==> config.mk <==
export PLATFORM = sky130hd
export DESIGN_NAME = bcd_number_to_ascii_formatter
export DESIGN_NICKNAME = d
export VERILOG_FILES = /design/src/sv/bcdf_pkg.sv /design/src/sv/bcdf_decode.sv /design/src/sv/bcdf_char_sel.sv /design/src/sv/bcd_number_to_ascii_formatter.sv
export SDC_FILE = /design/constraint.sdc
export NUM_CORES = 1
export LEC_CHECK = 0
export BUFFER_PORTS_ARGS = -buffer_cell sky130_fd_sc_hd__buf_2
export CAP_MARGIN = 25
export CELL_PAD_IN_SITES_DETAIL_PLACEMENT = 1
export CELL_PAD_IN_SITES_GLOBAL_PLACEMENT = 1
export CORE_ASPECT_RATIO = 0.75
export CORE_MARGIN = 4
export CORE_UTILIZATION = 48
export DETAILED_ROUTE_END_ITERATION = 7
export PLACE_DENSITY_LB_ADDON = 0.25
export SYNTH_ARGS = -nofsm -noshare
export SYNTH_HDL_FRONTEND = slang
export SYNTH_SLANG_ARGS = --single-unit
==> constraint.sdc <==
create_clock -name clock -period 27.8 [get_ports clock]
set_input_delay 8.34 -clock clock [delete_from_list [all_inputs] [get_ports clock]]
set_output_delay 8.34 -clock clock [all_outputs]
set_load 0.1 [all_outputs]
==> src/sv/bcdf_pkg.sv <==
// Shared types, character codes and helpers for the BCD number formatter.
package bcdf_pkg;

   localparam int NUM_DIGITS = 15;
   localparam int POS_W      = 5;
   localparam int MAG_W      = 11;

   // format codes carried in the high nibble of byte 0
   localparam logic [3:0] KIND_ERROR   = 4'hF;
   localparam logic [3:0] KIND_FRAC    = 4'h2;
   localparam logic [3:0] KIND_RADICAL = 4'h8;

   // exponent word at or above this marks a negative number
   localparam logic [15:0] NEG_BIAS   = 16'h0500;
   localparam logic [MAG_W-1:0] EXP_ZERO = 11'd100;

   // string positions with special meaning
   localparam logic [POS_W-1:0] POS_LAST_ERROR = 5'd4;
   localparam logic [POS_W-1:0] POS_LAST_SHORT = 5'd17;
   localparam logic [POS_W-1:0] POS_LAST_FULL  = 5'd21;

   // ASCII codes
   localparam logic [7:0] CH_PLUS  = 8'h2B;
   localparam logic [7:0] CH_MINUS = 8'h2D;
   localparam logic [7:0] CH_DOT   = 8'h2E;
   localparam logic [7:0] CH_ZERO  = 8'h30;
   localparam logic [7:0] CH_UB    = 8'h42;
   localparam logic [7:0] CH_UE    = 8'h45;
   localparam logic [7:0] CH_UO    = 8'h4F;
   localparam logic [7:0] CH_UR    = 8'h52;
   localparam logic [7:0] CH_UT    = 8'h54;
   localparam logic [7:0] CH_SPACE = 8'h20;
   localparam logic [7:0] CH_LA    = 8'h61;
   localparam logic [7:0] CH_LR    = 8'h72;
   localparam logic [7:0] CH_LS    = 8'h73;

   typedef enum logic [2:0] {
      FMT_FLOAT,
      FMT_ZERO,
      FMT_ERROR,
      FMT_FRAC,
      FMT_RADICAL
   } fmt_type;

   // one decoded number, held while its characters go out
   typedef struct packed {
      fmt_type                        fmt;
      logic                           neg;
      logic                           sign2_neg;
      logic                           exp_pos;
      logic [MAG_W-1:0]               mag;
      logic [NUM_DIGITS-1:0][3:0]     digits;
   } item_type;

   // nibble to character: ten prints as a lowercase a
   function automatic logic [7:0] nib_char(input logic [3:0] n);
      logic [7:0] c;
      if (n == 4'd10) c = CH_LA;
      else            c = CH_ZERO + {4'd0, n};
      return c;
   endfunction

endpackage

==> src/sv/bcdf_decode.sv <==
// Decodes one raw BCD number into format, sign, exponent magnitude and digits.
module bcdf_decode (
   input  logic [63:0]        mantissa_bytes,
   input  logic [15:0]        exponent_bytes,
   output bcdf_pkg::item_type item
);
   import bcdf_pkg::*;

   logic [15:0]      e_adj;
   logic             neg;
   logic [MAG_W-1:0] val;
   logic             exp_pos;

   // sign strip and exponent value from the three nibbles
   assign neg     = exponent_bytes >= NEG_BIAS;
   assign e_adj   = neg ? (exponent_bytes - NEG_BIAS) : exponent_bytes;
   assign val     = MAG_W'(e_adj[11:8]) * MAG_W'(100)
                  + MAG_W'(e_adj[7:4]) * MAG_W'(10)
                  + MAG_W'(e_adj[3:0]);
   assign exp_pos = val >= EXP_ZERO;

   always_comb begin
      item.neg       = neg;
      item.exp_pos   = exp_pos;
      item.mag       = exp_pos ? (val - EXP_ZERO) : (EXP_ZERO - val);
      item.sign2_neg = exponent_bytes[7:0] >= 8'd5;

      // digit order: byte 0 low, then bytes 1..7 high then low
      item.digits[0] = mantissa_bytes[3:0];
      for (int k = 0; k < 7; k++) begin
         item.digits[1 + 2*k] = mantissa_bytes[8*(k+1) + 4 +: 4];
         item.digits[2 + 2*k] = mantissa_bytes[8*(k+1) +: 4];
      end

      // format select; error wins over a zero exponent
      if (mantissa_bytes[7:4] == KIND_ERROR) begin
         item.fmt = FMT_ERROR;
      end else if (exponent_bytes == 16'd0) begin
         item.fmt = FMT_ZERO;
      end else begin
         unique case (mantissa_bytes[7:4])
            KIND_FRAC:    item.fmt = FMT_FRAC;
            KIND_RADICAL: item.fmt = FMT_RADICAL;
            default:      item.fmt = FMT_FLOAT;
         endcase
      end
   end

endmodule

==> src/sv/bcdf_char_sel.sv <==
// Selects the character at one string position of a decoded number.
module bcdf_char_sel (
   input  bcdf_pkg::item_type item,
   input  logic [4:0]         pos,
   output logic [7:0]         character,
   output logic               is_last
);
   import bcdf_pkg::*;

   logic [23:0] q_prod;
   logic [3:0]  hund;
   logic [6:0]  r100;
   logic [14:0] t_prod;
   logic [3:0]  tens;
   logic [3:0]  ones;
   logic [7:0]  v;
   logic [7:0]  sign_ch;
   logic [7:0]  lit_ch;
   logic        use_digit;
   logic [3:0]  digit_idx;

   // exponent magnitude split by reciprocal multiplies (exact below 1029 / 43699)
   assign q_prod = 24'(item.mag) * 24'd5243;
   assign hund   = q_prod[22:19];
   assign r100   = 7'(item.mag - MAG_W'(hund) * MAG_W'(100));
   assign t_prod = 15'(r100) * 15'd205;
   assign tens   = t_prod[14:11];
   assign ones   = 4'(r100 - 7'(tens) * 7'd10);
   assign v      = {tens, 4'd0} + 8'(ones) + 8'(hund);

   assign sign_ch = item.neg ? CH_MINUS : CH_PLUS;

   // per-format layout
   always_comb begin
      lit_ch    = CH_ZERO;
      use_digit = 1'b0;
      digit_idx = 4'd0;
      is_last   = pos == POS_LAST_FULL;
      unique case (item.fmt)
         FMT_ERROR: begin
            is_last = pos == POS_LAST_ERROR;
            case (pos)
               5'd0:    lit_ch = CH_UE;
               5'd1:    lit_ch = CH_UR;
               5'd2:    lit_ch = CH_UR;
               5'd3:    lit_ch = CH_UO;
               5'd4:    lit_ch = CH_UR;
               default: lit_ch = CH_ZERO;
            endcase
         end
         FMT_ZERO: begin
            case (pos)
               5'd0:    lit_ch = CH_PLUS;
               5'd2:    lit_ch = CH_DOT;
               5'd17:   lit_ch = CH_UE;
               5'd18:   lit_ch = CH_PLUS;
               default: lit_ch = CH_ZERO;
            endcase
         end
         FMT_FRAC: begin
            is_last = pos == ((item.mag > MAG_W'(17)) ? POS_LAST_SHORT : POS_LAST_FULL);
            if (pos == 5'd0) begin
               lit_ch = sign_ch;
            end else if (pos == 5'd17) begin
               lit_ch = CH_UB;
            end else if (MAG_W'(pos) > item.mag) begin
               lit_ch = CH_SPACE;
            end else if (pos <= 5'd15) begin
               use_digit = 1'b1;
               digit_idx = 4'(pos - 5'd1);
            end else if (pos == 5'd16) begin
               lit_ch = CH_UE;
            end else begin
               lit_ch = CH_ZERO;
            end
         end
         FMT_RADICAL: begin
            case (pos)
               5'd0:    lit_ch = sign_ch;
               5'd1:    begin use_digit = 1'b1; digit_idx = 4'd3;  end
               5'd2:    begin use_digit = 1'b1; digit_idx = 4'd4;  end
               5'd3:    lit_ch = CH_LR;
               5'd4:    begin use_digit = 1'b1; digit_idx = 4'd0;  end
               5'd5:    begin use_digit = 1'b1; digit_idx = 4'd1;  end
               5'd6:    begin use_digit = 1'b1; digit_idx = 4'd2;  end
               5'd7:    lit_ch = CH_LS;
               5'd8:    begin use_digit = 1'b1; digit_idx = 4'd5;  end
               5'd9:    begin use_digit = 1'b1; digit_idx = 4'd6;  end
               5'd10:   lit_ch = item.sign2_neg ? CH_MINUS : CH_PLUS;
               5'd11:   begin use_digit = 1'b1; digit_idx = 4'd11; end
               5'd12:   begin use_digit = 1'b1; digit_idx = 4'd12; end
               5'd13:   lit_ch = CH_LR;
               5'd14:   begin use_digit = 1'b1; digit_idx = 4'd8;  end
               5'd15:   begin use_digit = 1'b1; digit_idx = 4'd9;  end
               5'd16:   begin use_digit = 1'b1; digit_idx = 4'd10; end
               5'd17:   lit_ch = CH_LS;
               5'd18:   begin use_digit = 1'b1; digit_idx = 4'd13; end
               5'd19:   begin use_digit = 1'b1; digit_idx = 4'd14; end
               5'd20:   lit_ch = CH_SPACE;
               5'd21:   lit_ch = CH_UT;
               default: lit_ch = CH_ZERO;
            endcase
         end
         default: begin
            // plain floating point
            case (pos) inside
               5'd0:           lit_ch = sign_ch;
               5'd1:           use_digit = 1'b1;
               5'd2:           lit_ch = CH_DOT;
               [5'd3:5'd16]: begin
                  use_digit = 1'b1;
                  digit_idx = 4'(pos - 5'd2);
               end
               5'd17:          lit_ch = CH_UE;
               5'd18:          lit_ch = item.exp_pos ? CH_PLUS : CH_MINUS;
               5'd20:          lit_ch = CH_ZERO + {4'd0, v[7:4]};
               5'd21:          lit_ch = CH_ZERO + {4'd0, v[3:0]};
               default:        lit_ch = CH_ZERO;
            endcase
         end
      endcase
   end

   assign character = use_digit ? nib_char(item.digits[digit_idx]) : lit_ch;

endmodule

==> src/sv/bcd_number_to_ascii_formatter.sv <==
// Top level of the BCD number to ASCII formatter: item register, position counter, result register.
//
// Usage:
//   req_ channel takes one 10-byte BCD number (bytes 0..7 on req_mantissa_bytes,
//   bytes 8..9 on req_exponent_bytes). rsp_ channel returns its string one
//   character per transfer, with position, a last flag and an error flag.
//   A number is decoded as it is taken into the item register; the position
//   counter then walks it through the character mux into the result register.
//   Throughput: one character per cycle while the result register is free or
//   rsp_ready is high; a string is 22 characters long, 18 for a long
//   fraction, 5 for ERROR. The next number is taken in the cycle its last
//   character moves to the result register, so numbers follow with no gap.
//   Stall: when rsp_ready is low with a character waiting, the result
//   register holds, the counter stops, and req_ready stays low until the
//   current string's last character moves out.
//   Reset: synchronous, active high; clears both valid flags and the counter,
//   dropping any number in flight.
module bcd_number_to_ascii_formatter (
   input  logic        clock,
   input  logic        reset,
   input  logic        req_valid,
   output logic        req_ready,
   input  logic [63:0] req_mantissa_bytes,
   input  logic [15:0] req_exponent_bytes,
   output logic        rsp_valid,
   input  logic        rsp_ready,
   output logic [7:0]  rsp_character,
   output logic [4:0]  rsp_char_position,
   output logic        rsp_is_last,
   output logic        rsp_is_error
);
   import bcdf_pkg::*;

   item_type         dec_item;
   item_type         item_ff, item_in;
   logic             item_valid_ff, item_valid_in;
   logic [POS_W-1:0] pos_ff, pos_in;
   logic             rsp_valid_ff, rsp_valid_in;
   logic [7:0]       char_ff, char_in;
   logic [POS_W-1:0] rpos_ff, rpos_in;
   logic             last_ff, last_in;
   logic             err_ff, err_in;
   logic [7:0]       sel_char;
   logic             sel_last;
   logic             advance;
   logic             req_xfer;

   bcdf_decode u_decode (
      .mantissa_bytes (req_mantissa_bytes),
      .exponent_bytes (req_exponent_bytes),
      .item           (dec_item)
   );

   bcdf_char_sel u_char_sel (
      .item      (item_ff),
      .pos       (pos_ff),
      .character (sel_char),
      .is_last   (sel_last)
   );

   // move one character into the result register when it is free
   assign advance   = item_valid_ff && (!rsp_valid_ff || rsp_ready);
   assign req_ready = !item_valid_ff || (advance && sel_last);
   assign req_xfer  = req_valid && req_ready;

   // item register and position counter
   always_comb begin
      item_in       = item_ff;
      item_valid_in = item_valid_ff;
      pos_in        = pos_ff;
      if (advance) begin
         pos_in = pos_ff + 5'd1;
         if (sel_last) begin
            item_valid_in = 1'b0;
            pos_in        = '0;
         end
      end
      if (req_xfer) begin
         item_in       = dec_item;
         item_valid_in = 1'b1;
         pos_in        = '0;
      end
   end

   // result register
   always_comb begin
      rsp_valid_in = rsp_valid_ff;
      char_in      = char_ff;
      rpos_in      = rpos_ff;
      last_in      = last_ff;
      err_in       = err_ff;
      if (advance) begin
         rsp_valid_in = 1'b1;
         char_in      = sel_char;
         rpos_in      = pos_ff;
         last_in      = sel_last;
         err_in       = item_ff.fmt == FMT_ERROR;
      end else if (rsp_ready) begin
         rsp_valid_in = 1'b0;
      end
   end

   always_ff @(posedge clock) begin
      if (reset) begin
         item_valid_ff <= 1'b0;
         pos_ff        <= '0;
         rsp_valid_ff  <= 1'b0;
      end else begin
         item_valid_ff <= item_valid_in;
         pos_ff        <= pos_in;
         rsp_valid_ff  <= rsp_valid_in;
      end
   end

   // payload, no reset
   always_ff @(posedge clock) begin
      item_ff <= item_in;
      char_ff <= char_in;
      rpos_ff <= rpos_in;
      last_ff <= last_in;
      err_ff  <= err_in;
   end

   assign rsp_valid         = rsp_valid_ff;
   assign rsp_character     = char_ff;
   assign rsp_char_position = rpos_ff;
   assign rsp_is_last       = last_ff;
   assign rsp_is_error      = err_ff;

endmodule

# ---- Word-level counts from Yosys, hierarchy flattened
# Cells that the tools add are included.
dict set report totals {
  regBits 99
  in_bits 84
  output_inout_bits 17
  elab_cells 166
}
dict set report classes {
  n_addsub 15
  n_mul 6
  magnitude_cmp 9
  n_eq_ne 30
  muxes 56
  n_reduce_logical 22
}
# operator n
set op_table {}
lappend op_table {{$mux W8} 14}
lappend op_table {{$pmux W4 S13} 1}
lappend op_table {{$pmux W8 S6} 1}
lappend op_table {{$pmux W7 S3} 2}
lappend op_table {{$eq A5 B4 Y1 const B} 8}
lappend op_table {{$mux W4} 9}
lappend op_table {{$pmux W8 S4} 1}
lappend op_table {{$eq A5 B5 Y1 const B} 6}
lappend op_table {{$mul A11 B13 Y23 const B} 1}
lappend op_table {{$add A6 B4 Y7 const A} 3}
lappend op_table {{$eq A5 B3 Y1 const B} 4}
lappend op_table {{$add A8 B4 Y8} 2}
lappend op_table {{$bmux W4 S4} 1}
lappend op_table {{$ge A16 B11 Y1 const B} 1}
lappend op_table {{$logic_not A16 Y1} 1}
lappend op_table {{$mul A7 B8 Y15 const B} 1}
lappend op_table {{$mux W1} 14}
lappend op_table {{$reduce_or A14 Y1} 1}
lappend op_table {{$eq A4 B4 Y1 const B} 3}
lappend op_table {{$mux W12} 1}
lappend op_table {{$mux W3} 4}
lappend op_table {{$pmux W4 S3} 1}
lappend op_table {{$reduce_or A2 Y1} 6}
lappend op_table {{$sub A12 B11 Y12 const B} 1}
lappend op_table {{other kinds (42)} 51}

# ---- Depth between registers and ports, before layout
# Gate-level depths: netlist of the first run.
dict set report logic_depth {
  ltp_word 19
  ltp_mapped 52
}

# ---- By module
# Synthesis of the first run repeated with hierarchy kept, for this count alone.
dict set report unflattened {
  hier_cells 1122
  area_unflattened_um2 11188.2
}
# module instances cells_per_inst area_per_inst_um2 seq_area_each_um2
set modules_own_cells {}
lappend modules_own_cells {bcdf_char_sel 1 733 6054.6 0.0}
lappend modules_own_cells {bcd_number_to_ascii_formatter 1 134 3123.0 2902.8}
lappend modules_own_cells {bcdf_decode 1 255 2010.7 0.0}

# ---- Least setup slack after synthesis of the first run
# No wires, ideal clock.
dict set report synth_timing {
  path_type {input-to-output}
  from {input port rsp_ready}
  to {output port req_ready}
  t_arrival_ps 9674
  required_time_ps 19460
  setup_slack_ps 9786
  path_stages 4
  n_path_buf 0
  cell_sequence {nand2b_1 -> nand2_1 -> clkinv_1 -> a21o_1}
}
dict set report synth_via {
  elab_chain_cells 4
}
# item line_no
set synth_rtl {}
lappend synth_rtl {{start: declaration} bcd_number_to_ascii_formatter.sv:26} ;# input logic rsp_ready,
lappend synth_rtl {{$logic_or A1 B1 Y1} bcd_number_to_ascii_formatter.sv:62} ;# assign advance = item_valid_ff && (!rsp_valid_ff || rsp_ready);
lappend synth_rtl {{$logic_and A1 B1 Y1} bcd_number_to_ascii_formatter.sv:62}
lappend synth_rtl {{named net advance} bcd_number_to_ascii_formatter.sv:45} ;# logic advance;
lappend synth_rtl {{$logic_and A1 B1 Y1} bcd_number_to_ascii_formatter.sv:63} ;# assign req_ready = !item_valid_ff || (advance && sel_last);
lappend synth_rtl {{$logic_or A1 B1 Y1} bcd_number_to_ascii_formatter.sv:63}
lappend synth_rtl {{end: declaration} bcd_number_to_ascii_formatter.sv:22} ;# output logic req_ready,
# The timed path passes the listed nets, and every way through them passes these cells.

# ---- Worst setup path after layout of the first run
# Same ends and word-level chain as after synthesis.

==> qor.yml, run 1 <==
worst_setup_path:
  startpoint_type: "input pin"
  crit_fanout: 20
  worstPathRequired_ns: 19.46
  end_kind: "output port"
  crit_type: "in2out"
  critical_path_arrival_ns: 10.10
final_layout:
  fin_cells: 1413
  ff_latch_area_mm2: 0.00287
  area_growth_pct: 10.5
  multi_input_area_mm2: 0.00677
  antennaDiodeCount: 0
  fin_util_pct: 54.2
  fillers: 2412
  fin_nets: 1435
  drive_gt1_share_pct: 12.4
global_route:
  grt_pass1_wl_um: 44200
  antenna_found_initial: 0
  grt_max_degree: 78
  grt_pass1_vias: 8599
  track_usage_pct: 23.0
  grt-ovfl-total: 0
timing:
  slew_viol_final: 0
  maxSlewHeadroom_pct: 33.6
  period_needed_ns: 18.44
  rsz0062_at_grt: "no"
  setup_viol: 0
  final.setup.tns_ns: 0
  setup_slack_ns: 9.36
  max_freq_mhz: 54.2
  tightest_slew_ns: 0.983
  hold_viol_final: 0
  post-route-period-util_pct: 66.3
  skew_ns: 0.00809
detailed_routing:
  top_layer_used: "met4"
  wl_met2_um: 12000
  wl_per_cell_um: 19.2
  num_vias: 8046
  drt_iter0_drc: 535
  dr.pass1.iters: 5
  route.detailed.drc: 0
  wl_met1_um: 13400
  wl_met3_um: 1410
  drtAntennaViolNets: 0
  viasPerCell: 5.69
  wl_um: 27200
die:
  ioPinCount: 101
  dieArea_mm2: 0.0241
  die_h_um: 136
  core_mm2: 0.0212
  num_rows: 46
  die_w_um: 178
  start_util_pct: 49.0
place:
  hpwl_um: 22200
  globalplace.congestion: 0.925
  dpl.cell_count: 1395
  place_ws_ns: 9.35
  io_buffers: 99
status:
  status: "finished, final reports clean"
logic_synthesis:
  synth_cells: 1037
  synth_most_common_cell: "ha_1"
  yosys_warnings: 0
  yosys-top-cells-count: "ha_1 (176), inv_1 (158), edfxtp_1 (91)"
  yosysSeqAreaShare_pct: 27.6
  ys_ff_latch: 98
  synth_area_leaders: "edfxtp_1 (26%), ha_1 (21%), fa_1 (11%)"
  async_reset_ff_share_pct: 0
  syn-cell-area_mm2: 0.0104
  yosys_most_used_dff: "edfxtp_1"
  yosys.area.top_type_share_pct: 26.2
  yosysUniqueCellTypes: 83
  synth-simple-area-share_pct: 10.5
  synth-edff-count: 91
  synth-compound-area-share_pct: 14.4
  synthMuxAreaShare_pct: 4.19
  synth_xor_area_share_pct: 4.04
  synthesis.nets: 1352
  syn-mean-instance-area_um2: 10.0
  yosys.area_share.adder_pct: 31.8
  yosysTopAreaCell: "edfxtp_1"
  synth_top_family_by_area: "adder cells"
clocking:
  clk_latency_ns: 0.36
  cts_buffer_depth: 2
  cts_setup_buffers: 0
  cts_made_buffers: 9
  h-tree-depth: 3
  root_buffer: "clkbuf_16"
  cts_resized: 0
  cts.clk_slew.worst_paths_ns: 0.07
  clock_sinks: 98
  cts_hold_buf: 0
  cts_tree: "done"
run:
  maxCapViolCount: 0
worst_hold_path:
  min_path_type: "reg2reg"
==> final timing paths <==
kind,start,endpoint,slack (ns),depth (start not counted)
worst min register to register,item_valid_ff$_SDFFE_PP0P_,rsp_valid$_SDFFE_PP0P_,0.52,2
worst max register to register,item_ff[63]$_DFFE_PP_,rsp_character[3]$_DFFE_PP_,15.11,48
worst min-delay path,item_valid_ff$_SDFFE_PP0P_,rsp_valid$_SDFFE_PP0P_,0.52,2
worst max-delay path,rsp_ready,req_ready,9.36,6
==> critical path, cell delays in order <==
cell and delay, ns:
buf_2 0.11, nand2b_1 0.15, nand2_1 0.14, clkinv_1 0.61
a21o_1 0.43, buf_2 0.32
==> cell usage in the layout, fill, tap and decap left out, drive strengths merged, types with 19 or more instances in the layout <==
cell type | Yosys | routed
nor2 | 47 | 47
nand2 | 44 | 44
edfxtp | 91 | 91
xnor2 | 35 | 35
ha | 176 | 176
nor3 | 19 | 19
o21ai | 32 | 32
mux2i | 38 | 38
a21oi | 45 | 45
nand3 | 21 | 21
fa | 55 | 55
buf | 19 | 106
inv | 158 | 159
==> area by class of cell <==
cell class	instances	share of cell area [%]
flip-flops and latches	98	25.0
inverters	160	5.22
clock inverters	7	1.00
well taps	288	3.13
repair buffers	106	4.92
multi-input cells	745	58.8
clock buffers	9	1.96
==> metrics by stage <==
stage | hold slack (ns) | cell area [um2]
after floorplan | 0.461 | 10400
after detailed placement | 0.499 | 11100
after global routing | 0.549 | 11500
after CTS | 0.514 | 11500
final | 0.519 | 11500
after global placement | 0.499 | 11100
==> layer usage <==
| metal | vias up | GRT usage, % |
|---|---|---|
| li1 | 3876 | - |
| met1 | 3949 | 33.9 |
| met2 | 193 | 35.5 |
| met3 | 28 | 4.44 |
| met4 | 0 | 4.55 |
| met5 | - | 0 |
==> flip-flops by register name, indices dropped and copies added, names as in the netlist <==
signal,count
item_ff,77
rsp_character,7
pos_ff,5
rsp_char_position,5
item_valid_ff,1
rsp_is_error,1
rsp_is_last,1
rsp_valid,1
==> kinds of logic (layout without fill, tap and decap cells) <==
kind of cell,Yosys count,after routing
simple gates,208,208
flops,98,98
other cells,1,1
xor+xnor,48,48
buf+inv,194,282
compound gates,213,213
fa+ha+maj,232,232
mux,43,43
Power of run 1 is not shown: default switching activity piles up to over one toggle a cycle in this logic, so the estimate is an artifact.
==> inputs of run 2 (changes only) <==
- ABC_AREA: default -> 1
- CORE_UTILIZATION: 48 -> 42
- clock period: 27.8 -> 15.4 ns (I/O delays scaled with it)
==> qor.yml, run 2 <==
worst_hold_path:
  holdPathEnd: "rsp_valid$_SDFFE_PP0P_"
  min_path_type: "reg2reg"
  whs_path_depth: 2  # unchanged
  min_from: "rsp_valid$_SDFFE_PP0P_"
detailed_routing:
  drtAntennaViolNets: 0  # unchanged
  wl_per_cell_um: 17.6  # -8.6%
  drt_iter0_drc: 667  # +25%
  wl_um: 30700  # +13%
  dr.pass1.iters: 5  # unchanged
  route.detailed.drc: 0  # unchanged
  viasPerCell: 5.22  # -8.3%
  num_vias: 9117  # +13%
logic_synthesis:
  yosysSeqAreaShare_pct: 26.5  # -1.1 points
  synth_area_leaders: "edfxtp_1 (25%), ha_1 (20%), fa_1 (10%)"
  synth_cells: 1306  # +26%
  synth_most_common_cell: "inv_1"
  syn-mean-instance-area_um2: 8.31  # -17%
  yosys.area.top_type_share_pct: 25.2  # -1.1 points
  syn-cell-area_mm2: 0.0109  # +4.3%
  yosysUniqueCellTypes: 52  # -37%
  async_reset_ff_share_pct: 0  # unchanged
  yosys_most_used_dff: "edfxtp_1"
  yosys_warnings: 0  # unchanged
  yosys-top-cells-count: "inv_1 (260), nand2_1 (231), ha_1 (176)"
  synthesis.nets: 1621  # +20%
  yosysTopAreaCell: "edfxtp_1"
  synth-edff-count: 91  # unchanged
  ys_ff_latch: 98  # unchanged
worst_setup_path:
  cp_slowest_cell: "fa_1"
  worstPathRequired_ns: 15.53  # -3.93 ns
  crit_fanout: 6  # -70%
  startpoint: "item_ff[62]$_DFFE_PP_"
  max_stage_delay_ns: 0.63  # +0.02 ns
  worstRegToRegCells: 61  # +27%
  reg2reg_to: "rsp_character[3]$_DFFE_PP_"
  crit_family: "adder cells"
  startpoint_type: "flip-flop"
  end_kind: "flip-flop"
  path_buf_inv: 9  # +6
  reg2reg_slack_ns: 3.36  # -11.75 ns
  timing.rr.start: "item_ff[62]$_DFFE_PP_"
  critical_path_arrival_ns: 12.16  # +2.06 ns
  cp_common_cell: "nand2_1"
  crit_type: "reg2reg"
timing:
  period_needed_ns: 12.04
  hold_viol_final: 0  # unchanged
  rsz0062_at_grt: "no"
  tightest_slew_ns: 0.815  # -0.168 ns
  skew_ns: 0.0120  # +0.00392 ns
  hold_slack_ns: 0.539  # +0.0197 ns
  final.setup.tns_ns: 0  # unchanged
  max_freq_mhz: 83.1
  slew_viol_final: 0  # unchanged
  post-route-period-util_pct: 78.2
  setup_viol: 0  # unchanged
  maxSlewHeadroom_pct: 45.7  # +12 points
die:
  dieArea_mm2: 0.0285  # +18%
  die_h_um: 147  # +8.6%
  die_w_um: 194  # +8.8%
  start_util_pct: 43.1  # -6.0 points
  num_rows: 50  # +8.7%
  core_mm2: 0.0252  # +19%
  ioPinCount: 101  # unchanged
global_route:
  antenna_found_initial: 1  # +1
  track_usage_pct: 21.8  # -1.1 points
  grt_pass1_wl_um: 50300  # +14%
  grt_pass1_vias: 9470  # +10%
  grt_max_degree: 64  # -18%
  grt-ovfl-total: 0  # unchanged
final_layout:
  largest_reg_flops: 77  # unchanged
  area_growth_pct: 10.1
  largest_register: "item_ff"
  antennaDiodeCount: 0  # unchanged
  fillers: 3097  # +28%
  fin_area_mm2: 0.0120  # +3.9%
  fin_nets: 1718  # +20%
  drive_gt1_share_pct: 11.3  # -1.1 points
  final_common_cell: "inv_1"
  fin_util_pct: 47.4  # -6.7 points
  final_cell_mix: "inv_1 (259), nand2_1 (231), ha_1 (176)"
run:
  maxCapViolCount: 0  # unchanged
status:
  status: "finished, final reports clean"
clocking:
  cts_tree: "done"
  cts_hold_buf: 0  # unchanged
  clk_latency_ns: 0.37  # about the same
  clock_sinks: 98  # unchanged
  h-tree-depth: 3  # unchanged
  cts_made_buffers: 9  # unchanged
  cts_resized: 0  # unchanged
  root_buffer: "clkbuf_16"
  cts_setup_buffers: 0  # unchanged
  cts_buffer_depth: 2  # unchanged
  cts.clk_slew.worst_paths_ns: 0.07  # about the same
place:
  hpwl_um: 26000  # +17%
  globalplace.congestion: 0.954  # +3.2%
  io_buffers: 99  # unchanged
  dpl-instance-area_mm2: 0.0117  # +4.9%
==> run 2: cell families (layout without fill, tap and decap cells) <==
kind of cell | Yosys count | after routing | share of synthesized area [%]
and+or+nand+nor | 515 | 515 | 21.9
xor gates and xnor gates | 49 | 49 | 4.08
adders and majority gates | 231 | 231 | 30.4
other | 1 | 1 | 0.0345
buffers and inverters | 285 | 387 | 10.5
DFF | 98 | 98 | 26.5
AOI/OAI and AO/OA | 127 | 127 | 6.58
==> run 2: worst reg2reg max path, delay by kind of cell, from the launching register on <==
kind | cells | cell delay [ns]
AOI/OAI and AO/OA | 5 | 0.79
xor gates and xnor gates | 7 | 1.51
adders and majority gates | 16 | 6.15
buffers and inverters | 9 | 0.59
DFF | 1 | 0.56
and+or+nand+nor | 24 | 2.22
==> run 2: metrics by stage <==
step           setup slack (ns)  instances
5_1_grt                    2.56       1746
4_1_cts                    3.35       1746
2_1_floorplan              4.63       1306
3_5_place_dp               3.39       1730
6_report                   3.36       1746
3_3_place_gp               3.83       1730
==> run 2: metal layers <==
metal / track usage [%] / wire [um]
met5: 0 / 13
met4: 3.04 / 231
met2: 32.4 / 12900
met3: 4.06 / 1910
met1: 33.9 / 15600
==> run 2: area by class of cell <==
class / count / area, um2 / area share, %
tap: 338 / 423 / 3.54
timing repair buffer: 102 / 518 / 4.33
inverter: 269 / 1020 / 8.52
sequential: 98 / 2870 / 24.0
clock inverter: 7 / 57.6 / 0.481
clock buffer: 9 / 225 / 1.88
multi-input combinational: 923 / 6840 / 57.2
==> run 2: worst max path at each step <==
stage          depth (start not counted)                          to  slack [ns]
6_report                              61  rsp_character[3]$_DFFE_PP_        3.36
2_1_floorplan                         58  rsp_character[3]$_DFFE_PP_        4.63
3_5_place_dp                          63  rsp_character[3]$_DFFE_PP_        3.39
3_3_place_gp                          60  rsp_character[3]$_DFFE_PP_        3.83
4_1_cts                               61  rsp_character[3]$_DFFE_PP_        3.35
5_1_grt                               63  rsp_character[3]$_DFFE_PP_        2.56
Power of run 2 is left out for the same reason.
==> inputs of run 3 (changes only) <==
- ABC_AREA: 1 -> 0
- CORE_UTILIZATION: 42 -> 44
- clock period: 15.4 -> 10.25 ns (I/O delays scaled with it)
==> qor.yml, run 3 (synthesized netlist as in run 1, its figures left out) <==
status:
  status: "finished with violations"
  failed_checks: "setup timing"
final_layout:
  largest_reg_flops: 77  # unchanged
  fin_util_pct: 54.0  # +6.6 points
  drive_gt1_share_pct: 23.2  # +12 points
  final_cell_mix: "ha_1 (163), inv_1 (150), buf_2 (100)"
  largest_register: "item_ff"
  fin_cells: 1510  # -14%
  fillers: 2572  # -17%
  antennaDiodeCount: 0  # unchanged
  fin_nets: 1520  # -12%
  final_common_cell: "ha_1"
  area_growth_pct: 20.0
worst_setup_path:
  reg2reg_slack_ns: -0.86  # -4.22 ns
  path_buf_inv: 9  # unchanged
  max_stage_delay_ns: 0.54  # -0.09 ns
  crit_family: "adder cells"
  reg2reg_to: "rsp_character[3]$_DFFE_PP_"
  cp.depth: 49  # -20%
  startpoint_type: "flip-flop"
  timing.rr.start: "item_ff[62]$_DFFE_PP_"
  worstRegToRegCells: 49  # -20%
  end_kind: "flip-flop"
  worstPathRequired_ns: 10.38  # -5.15 ns
  startpoint: "item_ff[62]$_DFFE_PP_"
  critPathCapture: "rsp_character[3]$_DFFE_PP_"
  crit_type: "reg2reg"
  cp_slowest_cell: "fa_1"
  critical_path_arrival_ns: 11.24  # -0.92 ns
  crit_fanout: 3  # -3
global_route:
  grt-ovfl-total: 0  # unchanged
  antenna_found_initial: 1  # unchanged
  grt_max_degree: 78  # +22%
  grt_pass1_vias: 9067  # -4.3%
  track_usage_pct: 23.0  # +1.2 points
  grt_pass1_wl_um: 47800  # -5.0%
clocking:
  cts_hold_buf: 0  # unchanged
  clk_latency_ns: 0.37  # about the same
  h-tree-depth: 3  # unchanged
  cts_tree: "done"
  clock_sinks: 98  # unchanged
  cts_buffer_depth: 2  # unchanged
  cts_made_buffers: 9  # unchanged
  root_buffer: "clkbuf_16"
  cts.clk_slew.worst_paths_ns: 0.08  # about the same
worst_hold_path:
  min_from: "item_valid_ff$_SDFFE_PP0P_"
  min_path_type: "reg2reg"
place:
  io_buffers: 99  # unchanged
  place_ws_ns: -1.33  # -4.72 ns
  hpwl_um: 24300  # -6.3%
  globalplace.congestion: 0.916  # -4.1%
  dpl.cell_count: 1484  # -14%
die:
  dieArea_mm2: 0.0262  # -8.1%
  core_mm2: 0.0231  # -8.3%
  ioPinCount: 101  # unchanged
  start_util_pct: 45.0  # +2.0 points
  die_h_um: 141  # -4.1%
  num_rows: 48  # -4.0%
  die_w_um: 186  # -4.1%
detailed_routing:
  wl_per_cell_um: 20.1  # +15%
  drt_iter0_drc: 695  # +4.2%
  num_vias: 8559  # -6.1%
  dr.pass1.iters: 4  # -1
  viasPerCell: 5.67  # +8.6%
  drtAntennaViolNets: 0  # unchanged
  route.detailed.drc: 0  # unchanged
  wl_um: 30400  # -0.93%
timing:
  slew_viol_final: 0  # unchanged
  rsz0062_at_grt: "yes"
  skew_ns: 0.00921  # -0.00280 ns
  tightest_slew_ns: 0.977  # +0.162 ns
  period_needed_ns: 11.11  # -0.930 ns
  setup_viol: 4  # +4
  max_freq_mhz: 90.0  # +8.4%
  maxSlewHeadroom_pct: 34.8  # -11 points
  setup_slack_ns: -0.860  # -4.22 ns
  post-route-period-util_pct: 108  # +30 points
  hold_viol_final: 0  # unchanged
run:
  maxCapViolCount: 0  # unchanged
## run 3: cell types whose count changed in the layout (fill, tap and decap cells not counted), moves of 16 or more
cell | before | now
nand3_1 | 109 | 20
nand3b_1 | 18 | 2
mux2i_1 | 0 | 38
xor2_1 | 27 | 9
inv_1 | 259 | 150
nand2_1 | 231 | 44
nor2_1 | 92 | 46
buf_4 | 3 | 88
## run 3: what timing repair did
item | in CTS | in global routing
endpoints found under the setup margin | 4 | 4
endpoints found under the hold margin | 0 | 0
pin swaps | 19 | 52
setup buffers | 2 | 7
gates resized for setup | 12 | 40
## run 3: how the worst min path moves through the flow
stage                        endpoint  cells past startpoint
2_1_floorplan  rsp_valid$_SDFFE_PP0P_                      2
3_3_place_gp   rsp_valid$_SDFFE_PP0P_                      2
3_5_place_dp   rsp_valid$_SDFFE_PP0P_                      2
4_1_cts        rsp_valid$_SDFFE_PP0P_                      2
5_1_grt        rsp_valid$_SDFFE_PP0P_                      2
6_report       rsp_valid$_SDFFE_PP0P_                      2
## run 3: layer usage
layer / vias to the layer above / GRT usage, % / routed length [um] / share of wire, %
li1: 4034 / - / - / -
met1: 4309 / 33.4 / 14600 / 48
met2: 189 / 35.5 / 13900 / 46
met3: 25 / 5.62 / 1620 / 5.3
met4: 2 / 3.99 / 280 / 0.92
met5: - / 0 / 8 / 0.026
## run 3: final cells by class
class / instances / area [um2] / area share (%)
Timing Repair Buffer: 191 / 1210 / 9.69
Clock buffer: 9 / 225 / 1.80
Tap cell: 300 / 375 / 3.00
Multi-Input combinational cell: 745 / 7120 / 56.9
Sequential cell: 98 / 2870 / 23.0
Clock inverter: 7 / 95.1 / 0.761
Inverter: 160 / 601 / 4.81
## run 3: tightest hold or removal path: stages (launching register included)
cell	delay [ns]
dfxtp_1	0.32
inv_1	0.10
a21oi_1	0.08
## run 3: per-stage QoR
step                hold slack, ns  TNS, ns  area (um2)
global placement             0.495    -3.13       11800
CTS                          0.538    -2.92       12200
global route                 0.576    -5.10       12500
finish                       0.542    -3.21       12500
floorplan                    0.461    -1.36       10500
detailed placement           0.517    -4.88       11800
Power of run 3 is left out for the same reason.
